[src/hw/rtl/mtpc_pkg.sv]
// Package for the multi-trial phase folding block.
// Holds command codes, widths, and the command and status structs; no dependencies.
package mtpc_pkg;

  localparam logic CmdFill = 1'b0;
  localparam logic CmdStat = 1'b1;

  localparam int unsigned StatBits = 56;
  localparam int unsigned FracBits = 16;
  localparam int unsigned AccBits  = 96;

  typedef enum logic [3:0] {
    OpNone,
    OpClear,
    OpFillRead,
    OpFillWrite,
    OpStatInit,
    OpStatRead,
    OpStatAcc,
    OpStatScale,
    OpDivInit,
    OpDivStep
  } dp_op_e;

  typedef struct packed {
    dp_op_e op;
    logic   last;
  } dp_cmd_t;

  typedef struct packed {
    logic clear_done;
    logic scan_done;
    logic div_done;
    logic early_out;
  } dp_sts_t;

endpackage

[src/hw/rtl/mtpc_ctrl.sv]
// Controller for the multi-trial phase folding block.
// Sequences clearing, fill read-modify-write and statistic steps; uses mtpc_pkg.
module mtpc_ctrl (
  input  logic               clk_i,
  input  logic               rst_ni,
  input  logic               in_valid_i,
  output logic               in_ready_o,
  input  logic               cmd_i,
  input  logic               res_free_i,
  input  mtpc_pkg::dp_sts_t  sts_i,
  output mtpc_pkg::dp_cmd_t  dp_cmd_o,
  output logic               res_load_o
);

  typedef enum logic [3:0] {
    StClear, StIdle, StFillWr, StStatRd, StStatAcc, StScale, StDivInit, StDiv, StDone
  } state_e;

  state_e state_q;

  assign in_ready_o = (state_q == StIdle);

  always_comb begin
    dp_cmd_o.op   = mtpc_pkg::OpNone;
    dp_cmd_o.last = 1'b0;
    res_load_o    = 1'b0;
    unique case (state_q)
      StClear:   dp_cmd_o.op = mtpc_pkg::OpClear;
      StIdle: begin
        if (in_valid_i) begin
          dp_cmd_o.op = (cmd_i == mtpc_pkg::CmdFill) ? mtpc_pkg::OpFillRead
                                                     : mtpc_pkg::OpStatInit;
        end
      end
      StFillWr:  dp_cmd_o.op = mtpc_pkg::OpFillWrite;
      StStatRd:  dp_cmd_o.op = mtpc_pkg::OpStatRead;
      StStatAcc: begin
        dp_cmd_o.op   = mtpc_pkg::OpStatAcc;
        dp_cmd_o.last = sts_i.scan_done;
      end
      StScale:   dp_cmd_o.op = mtpc_pkg::OpStatScale;
      StDivInit: dp_cmd_o.op = mtpc_pkg::OpDivInit;
      StDiv:     dp_cmd_o.op = mtpc_pkg::OpDivStep;
      StDone:    res_load_o  = res_free_i;
      default:   dp_cmd_o.op = mtpc_pkg::OpNone;
    endcase
  end

  always_ff @(posedge clk_i or negedge rst_ni) begin
    if (!rst_ni) begin
      state_q <= StClear;
    end else begin
      unique case (state_q)
        StClear:   if (sts_i.clear_done) state_q <= StIdle;
        StIdle: begin
          if (in_valid_i) begin
            state_q <= (cmd_i == mtpc_pkg::CmdFill) ? StFillWr : StStatRd;
          end
        end
        StFillWr:  state_q <= StIdle;
        StStatRd: begin
          state_q <= sts_i.early_out ? StDone : StStatAcc;
        end
        StStatAcc: state_q <= sts_i.scan_done ? StScale : StStatAcc;
        StScale:   state_q <= StDivInit;
        StDivInit: state_q <= StDiv;
        StDiv:     if (sts_i.div_done) state_q <= StDone;
        StDone:    if (res_free_i) state_q <= StIdle;
        default:   state_q <= StIdle;
      endcase
    end
  end

endmodule

[config.mk]
export PLATFORM = sky130hd
export DESIGN_NAME = mtpc_ctrl
export DESIGN_NICKNAME = d
export VERILOG_FILES = /design/src/hw/rtl/mtpc_pkg.sv /design/src/hw/rtl/mtpc_ctrl.sv
export SDC_FILE = /design/constraint.sdc
export NUM_CORES = 1
export LEC_CHECK = 0
export CORE_AREA = 2 2 39 41
export DETAILED_ROUTE_END_ITERATION = 7
export DIE_AREA = 0 0 41 43
export DONT_BUFFER_PORTS = 1
export PLACE_DENSITY = 0.5
export RECOVER_POWER = 50
export SLEW_MARGIN = 40
export SYNTH_ARGS = -nofsm -noshare
export SYNTH_HDL_FRONTEND = slang
export SYNTH_SLANG_ARGS = --single-unit
[constraint.sdc]
create_clock -name clk_i -period 3.15 [get_ports clk_i]
set_clock_uncertainty 0.1 [all_clocks]
set_input_delay 0.1575 -clock clk_i [delete_from_list [all_inputs] [get_ports clk_i]]
set_output_delay 0.1575 -clock clk_i [all_outputs]
set_load 0.02 [all_outputs]
=== Word-level counts from Yosys, hierarchy flattened ===
Cells that the tools add are included.

* Bits of input ports: 9
* Flip-flop bits (word level): 4
* Output and inout port bits: 7
* Logic and storage cells: 28

* Equal/unequal tests: 12
* Reductions and logical operators: 2
* Muxes and demuxes: 13

{| class="wikitable"
|+ Operators with widths
! cell !! number
|-
| 4-bit case mux with 8 select lines || 2
|-
| 4-bit 2-to-1 mux || 5
|-
| 4-bit by 3-bit == test with 1-bit output, second input constant || 4
|-
| 4-bit by 2-bit == test with 1-bit output, second input constant || 2
|-
| 2-bit inequality test, second input constant || 4
|-
| 3-bit 2-to-1 mux || 2
|-
| 4-bit by 1-bit == test with 1-bit output, second input constant || 1
|-
| 4-bit == test, second input constant || 1
|-
| 4-bit logical NOT || 1
|-
| 1-bit 2-to-1 mux || 4
|-
| 4-bit AND reduction || 1
|}

=== Longest topological paths before layout ===
Gate-level depths: netlist of the first run.

* Depth in word-level cells: 3
* Gate-level depth with buffers: 4
* Gate-level depth less buffers: 3

=== Worst setup path after synthesis of the first run ===
No wires, ideal clock.

* Kind: flip-flop to output port
* Start: reg state_q[1]
* End: out in_ready_o
* Arrival: 1.239 ns
* Data required time: 2.892 ns
* Cell stages (with the launch flop): 3
* Buffers on the path: 0
* Path slack: 1.653 ns
* Path through: dfrtp_1 or2_2 nor3b_1

* Word-level cells in the longest chain between the ends: 1

{| class="wikitable"
|+ Ends and longest elaborated chain
! element !! RTL line !! source
|-
| start, declared || mtpc_ctrl.sv:19 || <nowiki>state_e state_q;</nowiki>
|-
| start signal, assigned || mtpc_ctrl.sv:51 || <nowiki>state_q <= StClear;</nowiki>
|-
| start signal, assigned || mtpc_ctrl.sv:54 || <nowiki>StClear: if (sts_i.clear_done) state_q <= StIdle;</nowiki>
|-
| start signal, assigned || mtpc_ctrl.sv:57 || <nowiki>state_q <= (cmd_i == mtpc_pkg::CmdFill) ? StFillWr : StStatRd;</nowiki>
|-
| 4-bit by 1-bit == test with 1-bit output || mtpc_ctrl.sv:21 || <nowiki>assign in_ready_o = (state_q == StIdle);</nowiki>
|-
| end, declared || mtpc_ctrl.sv:7 || <nowiki>output logic in_ready_o,</nowiki>
|}

Every way passes these cells.

=== Worst setup path in the final report of the first run ===
* Start: reg state_q[2]
* End: out in_ready_o

The elaborated chain is that of the path after synthesis.

==> flow_metrics.tcl, run 1 <==
set metrics [dict create \
    status "complete, no violations" \
    synth_fa_ha_area_share_pct 0 \
    antenna_cells_inserted 0 \
    clkSlewWorstSetupHoldPaths_ns 0.03 \
    worst-endpoint-arrival_ns 1.69 \
    maxSlewViolCount 0 \
    seqPwrFrac_pct 35.4 \
    tritoncts "done" \
    htree_num_levels 1 \
    design.core.area_mm2 0.00138 \
    floorplan.initialDensity_pct 26.2 \
    cts_setup_buffers 0 \
    ys_seq_area_share_pct 27.6 \
    timing.hold.worst.class "input pin to register" \
    share_of_total_power_consumed_by_net_switching_pct 51.5 \
    synthesis.area_per_instance_um2 7.89 \
    largest_registers "state_q (4)" \
    grt_first_pass_wirelength_mm 1.26 \
    worst-setup-path-type "register to output port" \
    minimum_setup_slack_among_reg_to_reg_paths_ns 1.73 \
    cts-root-buf "clkbuf_4" \
    synth_area_um2 363 \
    die-area_mm2 0.00176 \
    synth_simple_gate_area_share_pct 36.9 \
    dpl_cell_area_um2 353 \
    grt_start_max_net_pins 17 \
    track_usage_pct 11.1 \
    worstSkewPairLatency_ns 0.23 \
    die_w_um 41 \
    setup_viol_count_final 0 \
    worstRegToRegCells 3 \
    cts_inserted_buffers 3 \
    std_cell_rows 14 \
    critical_path.endpoint "in_ready_o" \
    critPathLaunch "state_q[2]" \
    drt_drc_violations_left 0 \
    synth_top_family_by_area "simple AND/OR/NAND/NOR gates" \
    count_of_different_cell_masters_after_synthesis 29 \
    synth_nets 55 \
    synth.ff_latch_count 4 \
    drtPass1Iterations 4 \
    clockBufferDepth 2 \
    finalCriticalPeriod_ns 1.95 \
    worst_slew_margin_relative_to_its_limit_pct 53.7 \
    pwr_density_cell_mw_per_mm2 1050 \
    ir_worst_vdd_mv 0.282 \
    power_leakage_uw 0.000146 \
    syn-instance-count 46 \
    synth_xor_xnor_area_share_pct 0 \
    ioPinCount 16 \
    synth-main-ff-cell "dfrtp_1" \
    finalWirelength_um 784 \
    core_occupancy_in_the_finished_layout_pct 28.3 \
    drt_iter0_drc 5 \
    cellInternalPower_uw 200 \
    post-place-cells 58 \
    grt_setup_unrepaired "no" \
    initial_antenna_violation_count 0 \
    crit_path_max_fanout 16 \
    synthMuxAreaShare_pct 2.76 \
    instances_no_fill 63 \
    cts_num_sinks 4 \
    worstMarginPinSlew_ns 0.689 \
    fin_area_um2 392 \
    via_per_inst 5.06 \
    die_height_um 43 \
    synth_compound_area_share_pct 23.4 \
    clkPwrFrac_pct 14.8 \
    drive_above_1_share_pct 14.9 \
    number_of_flip_flops_in_the_largest_register 4 \
    worst_setup_path_end_kind "output port" \
    share_of_async_settable_or_async_resettable_flops_after_synthesis_pct 100 \
    regMostFlops "state_q" \
    first_global_vias 294 \
    hold_viol_final 0 \
    critical_path.reg2reg.endpoint "state_q[0]" \
    flow.area_growth_from_synthesis_pct 7.93 \
    postCtsResizedCells 0 \
    hpwl_um 581 \
    launch_instance_of_the_worst_register_to_register_path "state_q[2]" \
    min_period_over_period_pct 62.0 \
    port_buffers 0 \
    vias 319 \
    power_dissipated_by_switching_net_loads_uw 212 \
    finalWeightedCongestion 0.619 \
    drv_cap 0 \
    fmax_ghz 0.512 \
    drtAntennaViolNets 0 \
    comb_power_share_pct 49.8 \
    worstPathRequired_ns 2.89 \
    yosys_warnings 0 \
    finalSetupTns_ns 0 \
    synth_edf_count 0 \
    hold_fix_buffers_cts 1 \
    critical_path.startpoint_type "register" \
    remaining_global_route_overflow 0 \
    finish.net_count 58 \
    detail_route.wl_per_cell_um 12.4 \
]
[metrics by stage]
| step | setup WS [ns] | hold slack (ns) | power (µW) |
|---|---|---|---|
| 2_1_floorplan | 1.65 | -0.238 | 349 |
| 6_report | 1.20 | 0.0225 | 412 |
| 3_3_place_gp | 1.46 | -0.238 | 354 |
| 4_1_cts | 1.18 | 0.000304 | 422 |
| 5_1_grt | 1.11 | 0.0330 | 457 |
| 3_5_place_dp | 1.44 | -0.238 | 355 |
[power groups by stage]
stage | Combinational (µW) | Clock, µW | Sequential, µW
final | 205 | 61.1 | 146
after global routing | 226 | 74.3 | 157
after CTS | 210 | 64.7 | 147
after detailed placement | 208 | 0 | 147
after global placement | 207 | 0 | 147
after floorplan | 255 | 0 | 93.6
[worst max-delay path, cell delays in order, from the launching register on]
cell and delay (ns):
dfrtp_1 0.52, or2_2 0.37, nor3b_1 0.57
[cells in the mapped netlist (2+ instances only)]
master	number	area [µm²]
nand2_1	5	18.8
dfrtp_1	4	100
nor2_1	4	15.0
o22ai_1	2	12.5
a21oi_1	5	25.0
buf_4	2	15.0
or3_1	2	12.5
[cell type report]
cell class	instances	area [µm²]
Inverter	1	3.75
Clock buffer	3	22.5
Timing Repair Buffer	2	20.0
Multi-Input combinational cell	37	225
Sequential cell	4	100
Tap cell	16	20.0
Fill cell	148	992
[routing by layer]
| metal | GRT usage, % | share of wire, % | vias to the layer above |
|---|---|---|---|
| met5 | 0 | 0 | - |
| met4 | 10.0 | 0 | 0 |
| met3 | 3.14 | 5.1 | 0 |
| met2 | 15.9 | 49 | 8 |
| met1 | 12.4 | 46 | 141 |
| li1 | - | - | 170 |
[logic make-up after synthesis]
family                 Yosys count
and+or+nand+nor                 23
muxes                            1
AOI/OAI and AO/OA               13
DFF                              4
buffers and inverters            5
[worst min path at each step]
stage | slack, ns | start | end | cells past startpoint
2_1_floorplan | -0.24 | rst_ni | state_q[0] | 0
5_1_grt | 0.03 | sts_i[1] | state_q[1] | 3
3_3_place_gp | -0.24 | rst_ni | state_q[0] | 0
3_5_place_dp | -0.24 | rst_ni | state_q[2] | 0
4_1_cts | 0.0003 | res_free_i | state_q[3] | 2
6_report | 0.02 | sts_i[0] | state_q[2] | 2
[cell usage in the layout, fill, tap and decap left out, types with 2 or more instances in the layout]
cell           count
dfrtp_1            4
clkbuf_4           3
o22ai_1            2
or3_1              2
nand2_1            5
a21oi_1            6
dlygate4sd3_1      2
nor2_1             4
Note: power is estimated with default switching activity, not from simulation.
==> inputs of run 2 (changes only) <==
Settings changed: PLACE_DENSITY 0.5 to 0.51.
Clock period 3.15 ns to 1.7 ns, I/O delays scaled along.
==> flow_metrics.tcl, run 2 (synthesis gave the netlist of run 1 again) <==
set metrics [dict create \
    post-place-cells 65 \
    timing.hold.worst.class "input pin to asynchronous set/reset pin" \
    worst-endpoint-arrival_ns 1.44 \
    comb_power_share_pct 62.5 \
    layout_commonest_cell "buf_4" \
    status "complete, no violations" \
    die_height_um 43 \
    grt_start_max_net_pins 15 \
    port_buffers 0 \
    regMostFlops "state_q" \
    tritoncts "done" \
    cts_inserted_buffers 3 \
    grt_setup_unrepaired "no" \
    finalWeightedCongestion 0.731 \
    minimum_setup_slack_among_reg_to_reg_paths_ns 0.27 \
    htree_num_levels 1 \
    drive_above_1_share_pct 26.3 \
    via_per_inst 5.01 \
    cts_setup_buffers 0 \
    flow.area_growth_from_synthesis_pct 31.4 \
    clockBufferDepth 2 \
    worstPathRequired_ns 1.51 \
    hpwl_um 632 \
    finish.net_count 68 \
    hold_viol_final 0 \
    seqPwrFrac_pct 24.1 \
    worstMarginPinSlew_ns 0.374 \
    floorplan.initialDensity_pct 26.2 \
    grt_first_pass_wirelength_mm 1.44 \
    finalSetupTns_ns 0 \
    drt_iter0_drc 6 \
    share_of_total_power_consumed_by_net_switching_pct 47.8 \
    first_global_vias 332 \
    drtAntennaViolNets 0 \
    std_cell_rows 14 \
    track_usage_pct 12.6 \
    vias 366 \
    min_period_over_period_pct 95.4 \
    critical_path.reg2reg.endpoint "state_q[2]" \
    antenna_cells_inserted 0 \
    instances_no_fill 73 \
    fillerInstances 151 \
    fmax_ghz 0.617 \
    die-area_mm2 0.00176 \
    maxSlewViolCount 0 \
    drv_cap 0 \
    largest_registers "state_q (4)" \
    drtPass1Iterations 2 \
    worstSkewPairLatency_ns 0.24 \
    setup_viol_count_final 0 \
    drt_drc_violations_left 0 \
    worst_slew_margin_relative_to_its_limit_pct 75.0 \
    crit_path_max_fanout 6 \
    ir_worst_vdd_mv 0.502 \
    initial_antenna_violation_count 0 \
    worst_setup_path_end_kind "output port" \
    remaining_global_route_overflow 0 \
    power_dissipated_by_switching_net_loads_uw 430 \
    clkSlewWorstSetupHoldPaths_ns 0.04 \
    die_w_um 41 \
    power_leakage_uw 0.000190 \
    critical_path.startpoint_type "register" \
    pwr_density_cell_mw_per_mm2 1890 \
    finalCriticalPeriod_ns 1.62 \
    ioPinCount 16 \
    worstRegToRegCells 4 \
    cts_num_sinks 4 \
    cellInternalPower_uw 470 \
    design.core.area_mm2 0.00138 \
    detail_route.wl_per_cell_um 12.2 \
    worst-setup-path-type "register to output port" \
    finalWirelength_um 890 \
    cts-root-buf "clkbuf_4" \
    clkPwrFrac_pct 13.4 \
    number_of_flip_flops_in_the_largest_register 4 \
    launch_instance_of_the_worst_register_to_register_path "state_q[0]" \
    final_cell_mix "buf_4, a21oi_1, nand2_1, dlygate4sd3_1" \
]
## run 2: metal layers
metal	global-route usage (%)	wire [µm]
met5	0	0
met2	19.1	451
met4	8.00	16
met3	5.24	52
met1	13.6	370
## run 2: area by class of cell
cell class	count	area, µm²	area share [%]
flip-flops and latches	4	101	21.3
multi-input cells	37	230	48.3
clock buffers	3	22.5	4.72
well taps	16	20.0	4.20
inverters	1	3.75	0.787
repair buffers	12	98.8	20.7
## run 2: power groups by stage
stage | logic (µW) | registers [µW] | clock network [µW]
4_1_cts | 578 | 218 | 128
3_3_place_gp | 562 | 216 | 0
3_5_place_dp | 562 | 215 | 0
2_1_floorplan | 473 | 173 | 0
6_report | 562 | 217 | 120
5_1_grt | 625 | 223 | 134
## run 2: per-stage QoR
step / power [µW] / setup slack, ns / util (%) / cell area, µm² / hold slack, ns
floorplan: 646 / 0.276 / - / 363 / -0.311
global route: 982 / 0.0137 / 34.4 / 477 / 0.0217
global placement: 778 / 0.237 / 29.3 / 405 / -0.310
detailed placement: 777 / 0.232 / 29.3 / 405 / -0.310
CTS: 924 / 0.0570 / 34.8 / 482 / 0.00528
finish: 900 / 0.0785 / 34.4 / 477 / 0.0104
## run 2: worst max-delay path: stages (launching register included)
cell	delay [ns]
dfrtp_1	0.42
or4b_1	0.53
o31ai_1	0.08
buf_4	0.18
## run 2: worst max path at each step
stage                           from          end  cells after the start
after floorplan           state_q[1]   in_ready_o                      2
after global placement    state_q[1]   res_load_o                      2
after detailed placement  state_q[1]   res_load_o                      2
after CTS                 state_q[2]  dp_cmd_o[2]                      3
after global routing      state_q[1]   in_ready_o                      3
final                     state_q[0]  dp_cmd_o[2]                      3
## run 2: repair_timing
action | in CTS | in global routing
endpoints found under the setup margin | 3 | 0
endpoints found under the hold margin | 7 | 0
hold buffers | 5 | 0
resized for setup | 2 | 0
